$ cat config.mk
export PLATFORM = sky130hd
export DESIGN_NAME = sprite_animation_sequencer_top_flat
export DESIGN_NICKNAME = d
export VERILOG_FILES = /design/src/rtl/core/sas_pkg.sv /design/src/rtl/core/sas_channels.sv /design/src/rtl/core/sprite_animation_sequencer_top.sv /design/src/flat_wrapper.sv
export SDC_FILE = /design/constraint.sdc
export NUM_CORES = 1
export LEC_CHECK = 0
export BUFFER_PORTS_ARGS = -buffer_cell sky130_fd_sc_hd__buf_2
export CORE_MARGIN = 8
export CORE_UTILIZATION = 55
export DETAILED_ROUTE_END_ITERATION = 7
export PLACE_DENSITY = 0.81
export SKIP_LAST_GASP = 1
export SLEW_MARGIN = 10
export SYNTH_ARGS = -nofsm -noshare
export SYNTH_HDL_FRONTEND = slang
export SYNTH_SLANG_ARGS = --single-unit
$ cat constraint.sdc
create_clock -name clock -period 6.7 [get_ports clock]
set_input_delay 0.67 -clock clock [delete_from_list [all_inputs] [get_ports clock]]
set_output_delay 0.67 -clock clock [all_outputs]
set_load 0.05 [all_outputs]
$ cat src/rtl/core/sas_pkg.sv
// Shared types and constants for the sprite animation sequencer.
// No dependencies; every other file of the block imports this package.
package sas_pkg;

   localparam int unsigned DURATION_W = 16;
   localparam int unsigned SLOT_W     = 4;
   localparam int unsigned FRAME_W    = 4;
   localparam int unsigned COUNT_W    = 5;
   localparam int unsigned CSR_DATA_W = 5;
   localparam int unsigned CSR_IDX_W  = 2;

   typedef logic [DURATION_W-1:0] duration_type;
   typedef logic [SLOT_W-1:0]     slot_type;
   typedef logic [FRAME_W-1:0]    frame_type;
   typedef logic [COUNT_W-1:0]    count_type;

   typedef enum logic {
      CMD_TICK  = 1'b0,
      CMD_WRITE = 1'b1
   } command_type;

   typedef enum logic [CSR_IDX_W-1:0] {
      CSR_FRAME_COUNT = 2'd0,
      CSR_LOOP_EN     = 2'd1,
      CSR_PINGPONG_EN = 2'd2,
      CSR_ANIM_EN     = 2'd3
   } csr_index_type;

   localparam duration_type DURATION_MAX = '1;

endpackage

$ cat src/rtl/core/sas_channels.sv
// Valid/ready channel interfaces for the sequencer's command and result streams.
// Depends on sas_pkg for the payload types.
interface sas_req_if;
   import sas_pkg::*;

   logic         valid;
   logic         ready;
   command_type  command;
   slot_type     slot;
   duration_type duration_ms;

   modport source (output valid, output command, output slot, output duration_ms,
                   input ready);
   modport sink   (input valid, input command, input slot, input duration_ms,
                   output ready);
endinterface

interface sas_rsp_if;
   import sas_pkg::*;

   logic      valid;
   logic      ready;
   frame_type frame_index;
   logic      advanced;
   logic      stopped;

   modport source (output valid, output frame_index, output advanced, output stopped,
                   input ready);
   modport sink   (input valid, input frame_index, input advanced, input stopped,
                   output ready);
endinterface

$ cat src/rtl/core/sprite_animation_sequencer_top.sv
// Sprite animation sequencer: frame timing, direction and pause control.
// Depends on sas_pkg and the channel interfaces in sas_channels.sv.
//
//   Channel   Direction  Role
//   req_chan  in         tick or duration write, valid/ready
//   rsp_chan  out        frame index, advanced and stopped flags, valid/ready
//   csr_*     in         write-only register port, no handshake
//
// Each item's state update and result are computed in the cycle of the
// transfer, and the result is captured in the result register.
// A new item is accepted every cycle while the result register is empty or
// being drained; a stall on the result side stalls the command side.
// Synchronous reset clears state; durations are undefined until written.
module sprite_animation_sequencer_top #(
   parameter int unsigned MAX_FRAMES = 16
) (
   input  logic                        clock,
   input  logic                        reset,
   sas_req_if.sink                     req_chan,
   sas_rsp_if.source                   rsp_chan,
   input  logic                        csr_we,
   input  logic [sas_pkg::CSR_IDX_W-1:0]  csr_index,
   input  logic [sas_pkg::CSR_DATA_W-1:0] csr_wdata
);
   import sas_pkg::*;

   localparam int unsigned N_MAX       = (MAX_FRAMES < 31) ? MAX_FRAMES : 31;
   localparam int unsigned CUR_W       = (N_MAX > 1) ? $clog2(N_MAX) : 1;
   localparam int unsigned STORE_DEPTH = (MAX_FRAMES < 16) ? MAX_FRAMES : 16;
   localparam int unsigned IDX_W       = (STORE_DEPTH > 1) ? $clog2(STORE_DEPTH) : 1;
   localparam count_type   N_MAX_C     = COUNT_W'(N_MAX);
   localparam count_type   STORE_C     = COUNT_W'(STORE_DEPTH);

   count_type          frame_count_ff;
   logic               loop_en_ff;
   logic               pingpong_en_ff;
   logic               anim_en_ff;

   logic [CUR_W-1:0]   cur_ff;
   logic [CUR_W-1:0]   cur_in;
   logic               back_ff;
   logic               back_in;
   logic               halted_ff;
   logic               halted_in;
   duration_type       elapsed_ff;
   duration_type       elapsed_in;
   duration_type       dur_mem_ff [STORE_DEPTH];

   logic               rsp_valid_ff;
   frame_type          rsp_frame_ff;
   logic               rsp_adv_ff;
   logic               rsp_stop_ff;

   logic               req_fire;
   logic               tick_active;
   logic               hit;
   count_type          n_use;
   count_type          last;
   count_type          cur_ext;
   count_type          cl;
   count_type          next_frame;
   logic               next_back;
   logic               next_halt;
   duration_type       elapsed_inc;
   duration_type       dur_rd;
   count_type          cur_out;

   assign req_chan.ready = !reset && (!rsp_valid_ff || rsp_chan.ready);
   assign req_fire       = req_chan.valid && req_chan.ready;
   assign tick_active    = req_fire && (req_chan.command == CMD_TICK) &&
                           anim_en_ff && !halted_ff;

   always_comb begin
      if (frame_count_ff == '0) begin
         n_use = COUNT_W'(1);
      end else if (frame_count_ff > N_MAX_C) begin
         n_use = N_MAX_C;
      end else begin
         n_use = frame_count_ff;
      end
      last    = n_use - COUNT_W'(1);
      cur_ext = COUNT_W'(cur_ff);
      cl      = (cur_ext >= n_use) ? last : cur_ext;

      if (cl < STORE_C) begin
         dur_rd = dur_mem_ff[cl[IDX_W-1:0]];
      end else begin
         dur_rd = '0;
      end

      elapsed_inc = (elapsed_ff == DURATION_MAX) ? elapsed_ff
                                                 : elapsed_ff + DURATION_W'(1);
      hit = elapsed_inc >= dur_rd;

      next_frame = cl + COUNT_W'(1);
      next_back  = back_ff;
      next_halt  = halted_ff;
      if (pingpong_en_ff) begin
         if (!back_ff) begin
            if (cl >= last) begin
               next_frame = (n_use >= COUNT_W'(2)) ? n_use - COUNT_W'(2) : '0;
               next_back  = 1'b1;
               next_halt  = halted_ff || !loop_en_ff;
            end
         end else begin
            if (cl != '0) begin
               next_frame = cl - COUNT_W'(1);
            end else begin
               next_frame = (n_use >= COUNT_W'(2)) ? COUNT_W'(1) : '0;
               next_back  = 1'b0;
               next_halt  = halted_ff || !loop_en_ff;
            end
         end
      end else if (cl >= last) begin
         next_frame = loop_en_ff ? '0 : last;
         next_halt  = halted_ff || !loop_en_ff;
      end

      cur_in     = cur_ff;
      back_in    = back_ff;
      halted_in  = halted_ff;
      elapsed_in = elapsed_ff;
      if (tick_active) begin
         if (hit) begin
            cur_in     = next_frame[CUR_W-1:0];
            back_in    = next_back;
            halted_in  = next_halt;
            elapsed_in = '0;
         end else begin
            cur_in     = cl[CUR_W-1:0];
            elapsed_in = elapsed_inc;
         end
      end
      cur_out = COUNT_W'(cur_in);
   end

   always_ff @(posedge clock) begin
      if (reset) begin
         frame_count_ff <= COUNT_W'(1);
         loop_en_ff     <= 1'b1;
         pingpong_en_ff <= 1'b0;
         anim_en_ff     <= 1'b1;
      end else if (csr_we) begin
         unique case (csr_index_type'(csr_index))
            CSR_FRAME_COUNT: frame_count_ff <= csr_wdata[COUNT_W-1:0];
            CSR_LOOP_EN:     loop_en_ff     <= csr_wdata[0];
            CSR_PINGPONG_EN: pingpong_en_ff <= csr_wdata[0];
            CSR_ANIM_EN:     anim_en_ff     <= csr_wdata[0];
            default: ;
         endcase
      end
   end

   always_ff @(posedge clock) begin
      if (req_fire && (req_chan.command == CMD_WRITE) &&
          (COUNT_W'(req_chan.slot) < STORE_C)) begin
         dur_mem_ff[req_chan.slot[IDX_W-1:0]] <= req_chan.duration_ms;
      end
   end

   always_ff @(posedge clock) begin
      if (reset) begin
         cur_ff       <= '0;
         back_ff      <= 1'b0;
         halted_ff    <= 1'b0;
         elapsed_ff   <= '0;
         rsp_valid_ff <= 1'b0;
      end else begin
         cur_ff     <= cur_in;
         back_ff    <= back_in;
         halted_ff  <= halted_in;
         elapsed_ff <= elapsed_in;
         if (req_fire) begin
            rsp_valid_ff <= 1'b1;
         end else if (rsp_chan.ready) begin
            rsp_valid_ff <= 1'b0;
         end
      end
   end

   always_ff @(posedge clock) begin
      if (req_fire) begin
         rsp_frame_ff <= cur_out[FRAME_W-1:0];
         rsp_adv_ff   <= tick_active && hit;
         rsp_stop_ff  <= halted_in;
      end
   end

   assign rsp_chan.valid       = rsp_valid_ff;
   assign rsp_chan.frame_index = rsp_frame_ff;
   assign rsp_chan.advanced    = rsp_adv_ff;
   assign rsp_chan.stopped     = rsp_stop_ff;

   // Once paused at an end, the sequencer stays paused until reset.
   a_halt_sticky: assert property (@(posedge clock) disable iff (reset)
      !$fell(halted_ff))
      else $error("pause state cleared without reset");

   a_write_no_adv: assert property (@(posedge clock) disable iff (reset)
      req_fire && (req_chan.command == CMD_WRITE) |=> rsp_valid_ff && !rsp_adv_ff)
      else $error("duration write reported a frame change");

   a_adv_clears: assert property (@(posedge clock) disable iff (reset)
      tick_active && hit |=> (elapsed_ff == '0) && rsp_adv_ff)
      else $error("frame change did not clear the elapsed time");

   a_frozen_hold: assert property (@(posedge clock) disable iff (reset)
      req_fire && !tick_active |=> $stable(cur_ff) && $stable(elapsed_ff))
      else $error("position moved on a frozen, paused or write transfer");

endmodule

$ cat src/flat_wrapper.sv
// flat-port wrapper written by rule: the top's interface ports become plain ports
module sprite_animation_sequencer_top_flat import sas_pkg::*;
#(
   parameter int unsigned MAX_FRAMES = 16
)
  (clock, reset, csr_we, csr_index, csr_wdata, req_chan_valid, req_chan_command, req_chan_slot, req_chan_duration_ms, req_chan_ready, rsp_chan_valid, rsp_chan_frame_index, rsp_chan_advanced, rsp_chan_stopped, rsp_chan_ready);
  sas_req_if req_chan_i ();
  sas_rsp_if rsp_chan_i ();
  input  logic clock;
  input  logic reset;
  input  logic csr_we;
  input  logic [sas_pkg::CSR_IDX_W-1:0] csr_index;
  input  logic [sas_pkg::CSR_DATA_W-1:0] csr_wdata;
  input wire logic [$bits(req_chan_i.valid)-1:0] req_chan_valid;
  input wire logic [$bits(req_chan_i.command)-1:0] req_chan_command;
  input wire logic [$bits(req_chan_i.slot)-1:0] req_chan_slot;
  input wire logic [$bits(req_chan_i.duration_ms)-1:0] req_chan_duration_ms;
  output wire logic [$bits(req_chan_i.ready)-1:0] req_chan_ready;
  output wire logic [$bits(rsp_chan_i.valid)-1:0] rsp_chan_valid;
  output wire logic [$bits(rsp_chan_i.frame_index)-1:0] rsp_chan_frame_index;
  output wire logic [$bits(rsp_chan_i.advanced)-1:0] rsp_chan_advanced;
  output wire logic [$bits(rsp_chan_i.stopped)-1:0] rsp_chan_stopped;
  input wire logic [$bits(rsp_chan_i.ready)-1:0] rsp_chan_ready;
  assign req_chan_i.valid = req_chan_valid;
  assign req_chan_i.command = req_chan_command;
  assign req_chan_i.slot = req_chan_slot;
  assign req_chan_i.duration_ms = req_chan_duration_ms;
  assign req_chan_ready = req_chan_i.ready;
  assign rsp_chan_valid = rsp_chan_i.valid;
  assign rsp_chan_frame_index = rsp_chan_i.frame_index;
  assign rsp_chan_advanced = rsp_chan_i.advanced;
  assign rsp_chan_stopped = rsp_chan_i.stopped;
  assign rsp_chan_i.ready = rsp_chan_ready;
  sprite_animation_sequencer_top #(.MAX_FRAMES(MAX_FRAMES)) u_core (.clock(clock), .reset(reset), .req_chan(req_chan_i), .rsp_chan(rsp_chan_i), .csr_we(csr_we), .csr_index(csr_index), .csr_wdata(csr_wdata));
endmodule
==> impl_metrics.csv <==
group,metric,value,unit
timing,rsz0062_at_grt,"no",
floorplan,io_pins,41,
layout,syn_to_final_growth,12.6,%
floorplan,die_y,170,µm
min_path,hp-class,"in -> reg",
layout,diodes,0,
global_route,grt_pass1_wl,46100,µm
yosys,synth_edf_count,262,
layout,drive_above_1_share,0.158,
drt,post_drt_wl_per_cell,22.0,µm
setup_path,critPathLaunchType,"flip-flop",
drt,vias_per_cell,6.03,
power,p_leak,5.09,nW
clock_network,cts-root-buf,"clkbuf_16",
power,max-vdd-ir-drop,260,µV
clock_network,holdBufCountCts,0,
clock_network,cts_buffers,29,
min_path,hold_start,"req_chan_valid",
clock_network,clockBufferDepth,3,
timing,fin_crit,5.99,ns
yosys,ys_seq_area_frac,0.653,
yosys,synth_ff_type,"edfxtp_1",
drt,dr.first_iter.drc_count,928,
floorplan,core,0.0233,mm²
yosys,syn-cell-area,0.0130,mm²
clock_network,cts_resized,0,
timing,hold_viol,0,
setup_path,cp_max_fo,73,
drt,routed-via-count,8315,
layout,nets,1103,
timing,finClkSkew,0.00800,ns
placement,post_dp_cell_area,0.0137,mm²
global_route,grt_pass1_vias,8314,
setup_path,reg2reg_to,"u_core.elapsed_ff[10]",
yosys,synth_cell_types,61,
power,p_per_area,274,mW/mm²
job,maxCapViolations,0,
floorplan,die_w,170,µm
timing,tightest_slew,0.890,ns
global_route,grtUsageTotal,0.208,
min_path,holdPathStages,3,
clock_network,cts_sinks,293,
global_route,grt_max_degree,74,
timing,tns,0,ns
clock_network,postCtsSetupRepairBufs,0,
drt,drtAntennaViolNets,0,
timing,min_period_over_period,0.894,
floorplan,start_util,0.557,
drt,routed_wl,30400,µm
setup_path,r2r_setup_slack,0.71,ns
timing,slew_viol_final,0,
setup_path,timing.rr.start,"u_core.frame_count_ff[2]",
yosys,ys_warn_count,0,
yosys,netlist_instances,986,
setup_path,crit_required,7.17,ns
setup_path,critPathKind,"reg -> reg",
placement,gp_congestion,0.889,
drt,drc_errors,0,
global_route,grt_antenna_before_repair,0,
yosys,syn_avg_cell_area,13.2,µm²
timing,finalSetupViolCount,0,
clock_network,cts_tree,"yes",
yosys,ys_ff_latch,293,
setup_path,cp-end-kind,"flip-flop",
layout,stdcell_area,0.0146,mm²
placement,dpl.hpwl,18000,µm
clock_network,clock_latency,0.56,ns
drt,dr.pass1.iters,5,
status,run_status,"finished, final reports clean",
yosys,synth_nets,1051,
floorplan,dieArea,0.0288,mm²
placement,io_buffers,40,
timing,slew_headroom,0.405,
floorplan,placementRows,56,
setup_path,critPathArrivalTime,6.46,ns
timing,timing.fmax,167,MHz
clock_network,cts.reportedPaths.clkPinSlew,0.06,ns
setup_path,reg2reg_depth,22,
clock_network,htree_levels,1,
yosys,async_flop_share,0,
min_path,hold-path-endpoint,"u_core.rsp_chan.valid",
global_route,grt_overflow_total,0,
[layout by cell type (no fill, tap or decap), drive strengths merged, types with 31 or more instances in the layout]
cell,instances
mux2i,78
and3,34
nor2,60
clkbuf,36
edfxtp,262
buf,70
a31oi,32
ha,32
dfxtp,31
nand2,156
mux2,33
[kinds of logic after synthesis]
group	count (synthesis)	share of synthesized area
and+or+nand+nor	317	0.112
DFF	293	0.653
AOI/OAI and AO/OA	152	0.0822
muxes	111	0.0889
buffers and inverters	68	0.0247
adders and majority gates	32	0.0308
xor gates and xnor gates	13	0.00875
[where the power goes]
group | switching [mW] | internal (mW) | leakage, nW
Combinational | 0.213 | 0.116 | 2.00
Clock | 0.674 | 1.00 | 0.476
Sequential | 0.00584 | 2.00 | 2.61
[worst max-delay path by stage]
| stage | from | to | slack [ns] | depth (start not counted) |
|---|---|---|---|---|
| 6_report | u_core.frame_count_ff[2] | u_core.elapsed_ff[10] | 0.71 | 22 |
| 5_1_grt | u_core.frame_count_ff[2] | u_core.elapsed_ff[10] | 0.29 | 22 |
| 4_1_cts | u_core.frame_count_ff[2] | u_core.elapsed_ff[10] | 0.80 | 22 |
| 3_5_place_dp | u_core.frame_count_ff[2] | u_core.elapsed_ff[10] | 0.90 | 22 |
| 3_3_place_gp | u_core.frame_count_ff[2] | u_core.elapsed_ff[10] | 1.03 | 22 |
| 2_1_floorplan | u_core.frame_count_ff[2] | u_core.elapsed_ff[10] | 1.62 | 23 |
[layout make-up]
cell class | instances | area [µm²]
flip-flops and latches | 293 | 8490
inverters | 19 | 76.3
multi-input cells | 625 | 4250
clock inverters | 17 | 224
clock buffers | 36 | 762
repair buffers | 70 | 450
fillers | 1696 | 8690
well taps | 319 | 399
[critical path, cell delays in order (launching register included)]
cell and delay, ns:
dfxtp_1 0.44, nor3_1 0.08, nor2_1 0.23, nor2_1 0.11, ha_1 0.31, nand2b_4 0.15
a2111oi_4 0.46, nor3_4 0.14, mux2i_4 0.31, buf_12 0.39, mux2i_1 0.32, mux2_2 0.20
o22ai_1 0.09, a221oi_1 0.34, ha_1 0.32, nand4_1 0.12, nor2_1 0.06, a2111oi_0 0.64
o21ai_0 0.20, a21oi_1 0.20, buf_4 0.30, o21ai_0 0.14, a311oi_1 0.27
[synthesized netlist by cell type (2+ instances only)]
master     instances  area (µm²)
o31ai_1            2        15.0
edfxtp_1         262        7870
a22oi_1           10        75.1
nor4_1             5        31.3
nand3_1           12        60.1
a21o_1             4        30.0
o31a_1             3        26.3
a2111oi_0          3        26.3
nand2_1          156         586
nor2_1            60         225
a21oi_1           22         110
a32o_1             4        40.0
ha_1              32         400
and3_1            34         213
mux2i_1           78         781
or2_2              3        18.8
clkbuf_1          24        90.1
o21a_1             2        15.0
nand2b_1           7        43.8
nor3_1            11        55.1
mux2_2            32         360
o211ai_1           2        15.0
o21ai_0           14        70.1
dfxtp_1           31         621
buf_4              6        45.0
a31oi_1           32         200
and2_1             5        31.3
a311oi_1           4        35.0
a221oi_1          18         158
o22ai_1           16         100
or3_1              5        31.3
buf_2             16        80.1
nor2b_1            4        25.0
nand4_1            5        31.3
inv_1             17        63.8
a211oi_1           6        45.0
xnor2_1            4        35.0
xor2_1             9        78.8
nor3b_1            4        30.0
[per-stage QoR]
stage	std cells	hold slack (ns)	setup slack, ns	utilization	total power, mW
after floorplan	986	0.436	1.62	-	2.26
after global placement	1326	0.468	1.03	0.585	2.36
after detailed placement	1326	0.484	0.900	0.585	2.37
after CTS	1379	0.335	0.802	0.628	4.03
after global routing	1379	0.340	0.290	0.628	4.13
final	1379	0.344	0.713	0.628	4.01
[routing by layer]
layer,global-route usage,up-vias,part of all wire
met1,0.262,4055,0.40
li1,-,3841,-
met2,0.358,347,0.49
met4,0.0789,0,0.035
met3,0.0309,72,0.071
met5,0,-,0
[sequential cells by signal, summed over array words and instances, names as in the netlist, 4 cells and up]
register and flops:
u_core.cur_ff 4, u_core.dur_mem_ff 256, u_core.elapsed_ff 16, u_core.frame_count_ff 5, u_core.rsp_chan.frame_index 4
Power figures use the tool's default switching activity.
